## config.mk

```make
export PLATFORM = sky130hd
export DESIGN_NAME = generational_handle_table_unit
export DESIGN_NICKNAME = d
export VERILOG_FILES = /design/src/sv/ght_pkg.sv /design/src/sv/generational_handle_table_unit.sv
export SDC_FILE = /design/constraint.sdc
export NUM_CORES = 2
export LEC_CHECK = 0
export ABC_AREA = 1
export BUFFER_PORTS_ARGS = -buffer_cell sky130_fd_sc_hd__buf_4
export CAP_MARGIN = 0
export CORE_UTILIZATION = 45
export DETAILED_ROUTE_END_ITERATION = 6
export PLACE_DENSITY = 0.59
export SYNTH_ARGS = -nofsm -noshare
export SYNTH_HDL_FRONTEND = slang
export SYNTH_SLANG_ARGS = --single-unit
```

## constraint.sdc

```tcl
create_clock -name clock -period 10.4 [get_ports clock]
set_input_delay 1.04 -clock clock [delete_from_list [all_inputs] [get_ports clock]]
set_output_delay 1.04 -clock clock [all_outputs]
set_load 0.02 [all_outputs]
```

## src/sv/ght_pkg.sv

```systemverilog
// Shared types and constants for the generational handle table.
// Used by generational_handle_table_unit; no dependencies.
package ght_pkg;

   localparam int SLOTS_DEF    = 32;
   localparam int OBJ_BITS_DEF = 16;

   localparam int ID_W     = 32;
   localparam int GEN_W    = 16;
   localparam int OBJ_W    = 16;
   localparam int STATUS_W = 3;
   localparam int OCC_W    = 6;

   typedef enum logic [2:0] {
      OP_ALLOC    = 3'd0,
      OP_REGISTER = 3'd1,
      OP_LOOKUP   = 3'd2,
      OP_RELEASE  = 3'd3,
      OP_CLEAR    = 3'd4,
      OP_LIST     = 3'd5
   } op_type;

   typedef enum logic [STATUS_W-1:0] {
      ST_OK        = 3'd0,
      ST_FULL      = 3'd1,
      ST_BAD_ID    = 3'd2,
      ST_OCCUPIED  = 3'd3,
      ST_NOT_FOUND = 3'd4
   } status_type;

   typedef enum logic [1:0] {
      S_IDLE,
      S_EXEC,
      S_LIST_RD,
      S_LIST_OUT
   } fsm_type;

endpackage

```

## src/sv/generational_handle_table_unit.sv

```systemverilog
// Generational handle table: allocate, register, lookup, release, clear, list.
// Ordinary request: the entry memory is read synchronously on acceptance, then the
// decide/write-back state fills the result register once free; requests stall until idle.
// List: each occupied slot is read (S_LIST_RD), then sent (S_LIST_OUT); one read per entry.
// Synchronous active-high reset empties the table (valid flops), zeroes the count and
// sets the generation to one; entry contents stay undefined until written, no clearing pass.
module generational_handle_table_unit #(
   parameter int SLOTS       = ght_pkg::SLOTS_DEF,
   parameter int OBJECT_BITS = ght_pkg::OBJ_BITS_DEF
) (
   input  logic                          clock,
   input  logic                          reset,
   input  logic                          req_valid,
   output logic                          req_stall,
   input  logic [2:0]                    req_type,
   input  logic [ght_pkg::ID_W-1:0]      req_handle_id,
   input  logic [ght_pkg::OBJ_W-1:0]     req_object_ref,
   input  logic                          req_safe_check,
   output logic                          rsp_valid,
   input  logic                          rsp_stall,
   output logic [ght_pkg::STATUS_W-1:0]  rsp_status,
   output logic [ght_pkg::ID_W-1:0]      rsp_result_id,
   output logic [ght_pkg::OBJ_W-1:0]     rsp_result_object,
   output logic                          rsp_found,
   output logic [ght_pkg::OCC_W-1:0]     rsp_occupancy,
   output logic                          rsp_last
);
   import ght_pkg::*;

   localparam int IdxW  = (SLOTS > 1) ? $clog2(SLOTS) : 1;
   localparam int CntW  = $clog2(SLOTS + 1);
   localparam int ObjW  = (OBJECT_BITS < OBJ_W) ? OBJECT_BITS : OBJ_W;
   localparam int MemW  = ID_W + ObjW;

   // entry memory: {identifier, object}
   logic [MemW-1:0]      slot_mem_ff [SLOTS];
   logic [MemW-1:0]      mem_rd_ff;
   logic                 mem_we, mem_re;
   logic [IdxW-1:0]      mem_waddr, mem_raddr;
   logic [MemW-1:0]      mem_wdata;

   fsm_type              state_ff, state_in;
   logic [SLOTS-1:0]     valid_ff, valid_in;
   logic [GEN_W-1:0]     gen_ff, gen_in;
   logic [CntW-1:0]      cnt_ff, cnt_in;
   logic [IdxW-1:0]      cur_ff, cur_in;
   logic                 lst_last_ff, lst_last_in;

   logic [2:0]           op_ff;
   logic [ID_W-1:0]      id_ff;
   logic [ObjW-1:0]      obj_ff;
   logic                 safe_ff;

   logic                 rsp_valid_ff, rsp_valid_in;
   status_type           rsp_status_ff, rsp_status_in;
   logic [ID_W-1:0]      rsp_id_ff, rsp_id_in;
   logic [ObjW-1:0]      rsp_obj_ff, rsp_obj_in;
   logic                 rsp_found_ff, rsp_found_in;
   logic [CntW-1:0]      rsp_occ_ff, rsp_occ_in;
   logic                 rsp_last_ff, rsp_last_in;

   logic                 rsp_free;
   logic                 free_any;
   logic [IdxW-1:0]      free_idx;
   logic [IdxW-1:0]      lst_idx;
   logic                 lst_more;
   logic [IdxW-1:0]      idx;
   logic                 idx_ok;
   logic [ID_W-1:0]      rd_ident;
   logic [ObjW-1:0]      rd_obj;

   function automatic op_type op_ty(input logic [2:0] code);
      return op_type'(code);
   endfunction

   assign rsp_free = !rsp_valid_ff || !rsp_stall;
   assign req_stall = (state_ff != S_IDLE);
   assign idx      = id_ff[IdxW-1:0];
   assign idx_ok   = id_ff[15:0] < 16'(SLOTS);
   assign rd_ident = mem_rd_ff[MemW-1:ObjW];
   assign rd_obj   = mem_rd_ff[ObjW-1:0];

   // lowest free slot
   always_comb begin
      free_any = 1'b0;
      free_idx = '0;
      for (int i = SLOTS - 1; i >= 0; i--) begin
         if (!valid_ff[i]) begin
            free_any = 1'b1;
            free_idx = IdxW'(i);
         end
      end
   end

   // next occupied slot at or above the list cursor, and whether another follows it
   always_comb begin
      lst_idx  = '0;
      lst_more = 1'b0;
      for (int i = SLOTS - 1; i >= 0; i--) begin
         if (valid_ff[i] && IdxW'(i) >= cur_ff) begin
            lst_idx = IdxW'(i);
         end
      end
      for (int i = 0; i < SLOTS; i++) begin
         if (valid_ff[i] && IdxW'(i) > lst_idx) begin
            lst_more = 1'b1;
         end
      end
   end

   always_comb begin
      state_in      = state_ff;
      valid_in      = valid_ff;
      gen_in        = gen_ff;
      cnt_in        = cnt_ff;
      cur_in        = cur_ff;
      lst_last_in   = lst_last_ff;
      rsp_valid_in  = rsp_valid_ff && rsp_stall;
      rsp_status_in = rsp_status_ff;
      rsp_id_in     = rsp_id_ff;
      rsp_obj_in    = rsp_obj_ff;
      rsp_found_in  = rsp_found_ff;
      rsp_occ_in    = rsp_occ_ff;
      rsp_last_in   = rsp_last_ff;
      mem_we        = 1'b0;
      mem_waddr     = idx;
      mem_wdata     = {id_ff, obj_ff};
      mem_re        = 1'b0;
      mem_raddr     = req_handle_id[IdxW-1:0];

      case (state_ff)
         S_IDLE: begin
            // read the named entry while the request is captured
            if (req_valid) begin
               mem_re   = 1'b1;
               state_in = S_EXEC;
            end
         end
         S_EXEC: begin
            if (op_ff == OP_LIST && valid_ff != '0) begin
               cur_in   = '0;
               state_in = S_LIST_RD;
            end else if (rsp_free) begin
               state_in      = S_IDLE;
               rsp_valid_in  = 1'b1;
               rsp_status_in = ST_OK;
               rsp_id_in     = '0;
               rsp_obj_in    = '0;
               rsp_found_in  = 1'b0;
               rsp_last_in   = 1'b1;
               case (op_ty(op_ff))
                  OP_ALLOC: begin
                     if (free_any) begin
                        mem_we             = 1'b1;
                        mem_waddr          = free_idx;
                        mem_wdata          = {gen_ff, 16'(free_idx), obj_ff};
                        valid_in[free_idx] = 1'b1;
                        gen_in             = gen_ff + 1'b1;
                        cnt_in             = cnt_ff + 1'b1;
                        rsp_id_in          = {gen_ff, 16'(free_idx)};
                     end else begin
                        rsp_status_in = ST_FULL;
                     end
                  end
                  OP_REGISTER: begin
                     if (id_ff == '0 || !idx_ok) begin
                        rsp_status_in = ST_BAD_ID;
                     end else if (valid_ff[idx]) begin
                        rsp_status_in = ST_OCCUPIED;
                     end else begin
                        mem_we        = 1'b1;
                        valid_in[idx] = 1'b1;
                        cnt_in        = cnt_ff + 1'b1;
                     end
                  end
                  OP_LOOKUP: begin
                     if (id_ff == '0 || !idx_ok) begin
                        rsp_status_in = ST_BAD_ID;
                     end else if (!valid_ff[idx] || (safe_ff && rd_ident != id_ff)) begin
                        rsp_status_in = ST_NOT_FOUND;
                     end else begin
                        rsp_id_in    = rd_ident;
                        rsp_obj_in   = rd_obj;
                        rsp_found_in = 1'b1;
                     end
                  end
                  OP_RELEASE: begin
                     if (!idx_ok) begin
                        rsp_status_in = ST_BAD_ID;
                     end else if (!valid_ff[idx] || rd_obj != obj_ff) begin
                        rsp_status_in = ST_NOT_FOUND;
                     end else begin
                        valid_in[idx] = 1'b0;
                        cnt_in        = cnt_ff - 1'b1;
                     end
                  end
                  OP_CLEAR: begin
                     valid_in = '0;
                     cnt_in   = '0;
                  end
                  OP_LIST: begin
                     // empty table: single closing transfer
                  end
                  default: begin
                     rsp_status_in = ST_BAD_ID;
                  end
               endcase
               rsp_occ_in = cnt_in;
            end
         end
         S_LIST_RD: begin
            mem_re      = 1'b1;
            mem_raddr   = lst_idx;
            lst_last_in = !lst_more;
            cur_in      = lst_idx + 1'b1;
            state_in    = S_LIST_OUT;
         end
         S_LIST_OUT: begin
            // read data holds until the result register frees up
            if (rsp_free) begin
               rsp_valid_in  = 1'b1;
               rsp_status_in = ST_OK;
               rsp_id_in     = rd_ident;
               rsp_obj_in    = rd_obj;
               rsp_found_in  = 1'b1;
               rsp_occ_in    = cnt_ff;
               rsp_last_in   = lst_last_ff;
               state_in      = lst_last_ff ? S_IDLE : S_LIST_RD;
            end
         end
         default: begin
            state_in = S_IDLE;
         end
      endcase
   end

   always_ff @(posedge clock) begin
      if (mem_we) begin
         slot_mem_ff[mem_waddr] <= mem_wdata;
      end
      if (mem_re) begin
         mem_rd_ff <= slot_mem_ff[mem_raddr];
      end
   end

   always_ff @(posedge clock) begin
      if (req_valid && !req_stall) begin
         op_ff   <= req_type;
         id_ff   <= req_handle_id;
         obj_ff  <= req_object_ref[ObjW-1:0];
         safe_ff <= req_safe_check;
      end
      cur_ff        <= cur_in;
      lst_last_ff   <= lst_last_in;
      rsp_status_ff <= rsp_status_in;
      rsp_id_ff     <= rsp_id_in;
      rsp_obj_ff    <= rsp_obj_in;
      rsp_found_ff  <= rsp_found_in;
      rsp_occ_ff    <= rsp_occ_in;
      rsp_last_ff   <= rsp_last_in;
   end

   always_ff @(posedge clock) begin
      if (reset) begin
         state_ff     <= S_IDLE;
         valid_ff     <= '0;
         gen_ff       <= GEN_W'(1);
         cnt_ff       <= '0;
         rsp_valid_ff <= 1'b0;
      end else begin
         state_ff     <= state_in;
         valid_ff     <= valid_in;
         gen_ff       <= gen_in;
         cnt_ff       <= cnt_in;
         rsp_valid_ff <= rsp_valid_in;
      end
   end

   assign rsp_valid         = rsp_valid_ff;
   assign rsp_status        = rsp_status_ff;
   assign rsp_result_id     = rsp_id_ff;
   assign rsp_result_object = OBJ_W'(rsp_obj_ff);
   assign rsp_found         = rsp_found_ff;
   assign rsp_occupancy     = OCC_W'(rsp_occ_ff);
   assign rsp_last          = rsp_last_ff;

   a_count_matches: assert property (@(posedge clock) disable iff (reset)
      $countones(valid_ff) == int'(cnt_ff))
      else $error("occupancy count differs from valid slots");

   a_accept_exec: assert property (@(posedge clock) disable iff (reset)
      req_valid && !req_stall |=> state_ff == S_EXEC)
      else $error("accepted request not executed next cycle");

   a_found_ok: assert property (@(posedge clock) disable iff (reset)
      rsp_valid && rsp_found |-> rsp_status == ST_OK)
      else $error("found result with failing status");

   a_list_hit_valid: assert property (@(posedge clock) disable iff (reset)
      state_ff == S_LIST_RD |-> valid_ff[lst_idx])
      else $error("list read of an empty slot");

endmodule

```

==> key figures <==
GRT
  • Routing usage on met2: 0.4442
  • Largest net degree at the start of global routing: 206
  • Antenna violations before repair: 3
  • First-pass GRT wire length: 369600 um
  • Met3 Use GR: 0.04483
  • Number of global-route vias before repair: 54460
  • Grt met1 use: 0.3883
  • Grt total ovfl: 0
  • Global route hottest layer: met2
  • GRT Resource Usage Total: 0.2796

Route
  • DRC violation total after the first TritonRoute iteration: 6980
  • Vias: 57880
  • Pre-Repair DR Iteration Count: 7
  • Vias per cell: 5.646
  • Final WL: 252200 um
  • Wirelength per Cell: 24.61 um
  • Drt drc: 2
  • Antenna Nets Post-Route: 0

CTS
  • CTS buffer count: 184
  • CTS Hold Bufs: 0
  • CTS H-Tree Depth: 4
  • CTS root buf: clkbuf_16
  • CTS tree: built
  • Clock buffer depth: 3
  • Clk sinks: 1758
  • Clock latency at the later pin of the worst-skew pair: 0.85 ns
  • Setup bufs post-CTS: 0
  • Clock-pin slew on the worst setup and hold paths: 0.07 ns
  • Post-CTS Resized: 0

Timing
  • Setup TNS: 0 ns
  • Slew @ Worst Pin: 1.297 ns
  • Max-slew violations: 0
  • Fmax: 163.5 MHz
  • Final setup vio count: 0
  • Fin crit period: 6.115 ns
  • Unrepaired setup endpoints after global routing: no
  • Fin crit share: 0.5880
  • Final Hold Viols: 0
  • Worst slew margin: 0.1355
  • Clk_skew: 0.03042 ns

Status
  • Status: complete, but fails checks
  • Failing checks: design-rule violations

Floorplan
  • Num rows: 153
  • Initial Util: 0.4545
  • Die width: 421.7 um
  • Die Y: 421.7 um
  • Area of the die: 177800 um^2
  • IO Count: 117
  • Core area: 174400 um^2

Worst setup path
  • Largest fanout on the critical path: 95
  • Worst Path Class, Setup: reg2reg
  • Crit start category: register
  • CP Buf/Inv Count: 4
  • Critical Path Slowest Stage Cell: buf_4
  • Crit end category: register
  • Most used cell along the critical path: nand2_1
  • CP Depth: 34
  • Worst stage delay on the critical path: 0.93 ns
  • CP top delay family: simple AND/OR/NAND/NOR gates
  • Worst path required time: 10.97 ns
  • Worst R2R Path Depth: 34
  • Critical path arrival: 6.69 ns

Logic synthesis
  • Post-synth EDFFs: 1701
  • FF+latch count, synth: 1758
  • Prevailing post-synth register cell: edfxtp_1
  • Synth Area in Simple Gates: 0.2359
  • Synth cell types: 46
  • Post-synthesis cell count: 7800
  • Synth warn: 0
  • Post-synthesis sequential area ratio: 0.6588
  • Cell area after synthesis: 79260 um^2
  • Syn_nets: 7863
  • Synth Area in Compound Gates: 0.02382
  • Post-synthesis mux area share: 0
  • Post-synth ARST share: 0
  • Main combinational cell family by area after synthesis: simple AND/OR/NAND/NOR gates
  • Synth Area in XOR/XNOR: 0.004309
  • Adder-Cell Fraction of Synth Area: 0.001105
  • Synthesized area per cell: 10.16 um^2

Min path
  • Hold Path Class: in2reg
  • Hold path depth: 1

Final layout
  • Area Growth Syn to Fin: 11.72%
  • Core Util, Final: 0.5078
  • Layout cell share with drive strength beyond 1: 0.07596
  • Ant diodes: 0
  • Most frequent cells in the layout: nand2_1 (1933), edfxtp_1 (1701), nand3_1 (1689), inv_1 (1013), buf_4 (240)
  • Final Instance Area: 88550 um^2
  • Layout Nets: 7829
  • Layout Cells excl Fill: 10250
  • Commonest non-fill, non-tap cell in the layout: nand2_1

Place
  • Post-DP HPWL: 131800 um
  • Gpl congestion: 0.9189
  • Dpl cell area: 82470 um^2
  • Inst Count DP: 9905
  • Port bufs: 116

Pwr
  • Pwr/cell area: 183.2 nW/um^2
  • Lkg Pwr: 35.29 nW
  • Worst VDD drop: 0.1182 mV
  • Tot Pwr: 16.22 mW

Flow run
  • MaxCap Viol Count: 0
## path summary, 6_finish.rpt
check                 startpoint           end  slack (ns)
hold reg to reg        gen_ff[4]     gen_ff[4]        0.49
setup / recovery       cur_ff[2]  mem_rd_ff[4]        4.28
setup reg to reg       cur_ff[2]  mem_rd_ff[4]        4.28
hold / removal    req_safe_check       safe_ff        0.37
## metrics by stage
stage	hold WS [ns]	setup slack, ns
after detailed placement	0.4845	4.367
after global placement	0.4751	4.283
after global routing	0.3272	3.770
after floorplan	0.4600	3.744
final	0.3672	4.285
after CTS	0.3065	4.347
## layout make-up
| class | instances | area (um^2) |
|---|---|---|
| Fill cell | 15430 | 85850 |
| Timing Repair Buffer | 251 | 2022 |
| Tap cell | 2325 | 2909 |
| Multi-Input combinational cell | 4550 | 21470 |
| Sequential cell | 1758 | 52220 |
| Clock inverter | 124 | 1221 |
| Inverter | 1021 | 3854 |
| Clock buffer | 221 | 4858 |
## cells in the mapped netlist, types with 2 or more instances
library cell	instances	area [um^2]
a221oi_1	3	26.28
ha_1	7	87.58
nand2_2	4	25.02
buf_6	19	214.0
a31oi_1	12	75.07
xnor2_1	30	262.8
clkbuf_1	240	900.9
nand4_1	26	162.7
o21ai_1	8	40.04
nand3_1	1689	8453
o21a_1	4	30.03
nor3_1	60	300.3
nand3b_1	192	1441
o21bai_1	2	15.01
buf_2	181	905.9
dfxtp_1	57	1141
o21ai_0	143	715.7
a21oi_1	103	515.5
inv_2	3	11.26
nand2_1	1934	7259
a22oi_1	3	22.52
buf_1	15	56.30
nor2_1	230	863.3
o31ai_1	2	15.01
o211ai_1	13	97.59
nor4_1	17	106.4
or2_2	7	43.79
nor3b_1	3	22.52
inv_1	1016	3814
o221ai_1	4	35.03
buf_4	16	120.1
clkinv_1	2	7.510
xor2_1	9	78.83
o2111ai_1	4	35.03
o22ai_1	31	193.9
edfxtp_1	1701	51080
## flip-flops by register name, indices dropped and copies added (netlist names)
register           count
state_ff               2
rsp_status             3
rsp_result_id         32
gen_ff                16
id_ff                 32
valid_ff              32
rsp_found              1
lst_last_ff            1
rsp_occupancy          6
slot_mem_ff         1536
rsp_valid              1
safe_ff                1
obj_ff                16
op_ff                  3
mem_rd_ff             48
rsp_last               1
cnt_ff                 6
rsp_result_object     16
cur_ff                 5
## power by group
part           internal (mW)  switching, mW
logic                  0.403           1.15
clock network           3.82           2.86
registers               7.88          0.105
## routing by layer
| layer | up-vias | routed length (um) | share of wire |
|---|---|---|---|
| li1 | 26300 | - | - |
| met1 | 28450 | 105400 | 0.42 |
| met2 | 2652 | 117100 | 0.46 |
| met3 | 464 | 21070 | 0.084 |
| met4 | 2 | 8650 | 0.034 |
| met5 | - | 13 | 0.000052 |
## worst reg2reg max path: cells and delay by family, from the launching register on
kind | cells | cell delay (ns)
buf+inv | 4 | 1.94
simple gates | 29 | 3.10
compound gates | 1 | 0.23
flops | 1 | 0.55
## cells by family after synthesis
family / after synthesis
compound gates: 340
flops: 1758
fa+ha+maj: 7
simple gates: 4164
buf+inv: 1492
xor+xnor: 39
Note: power is estimated with default switching activity, not from simulation.
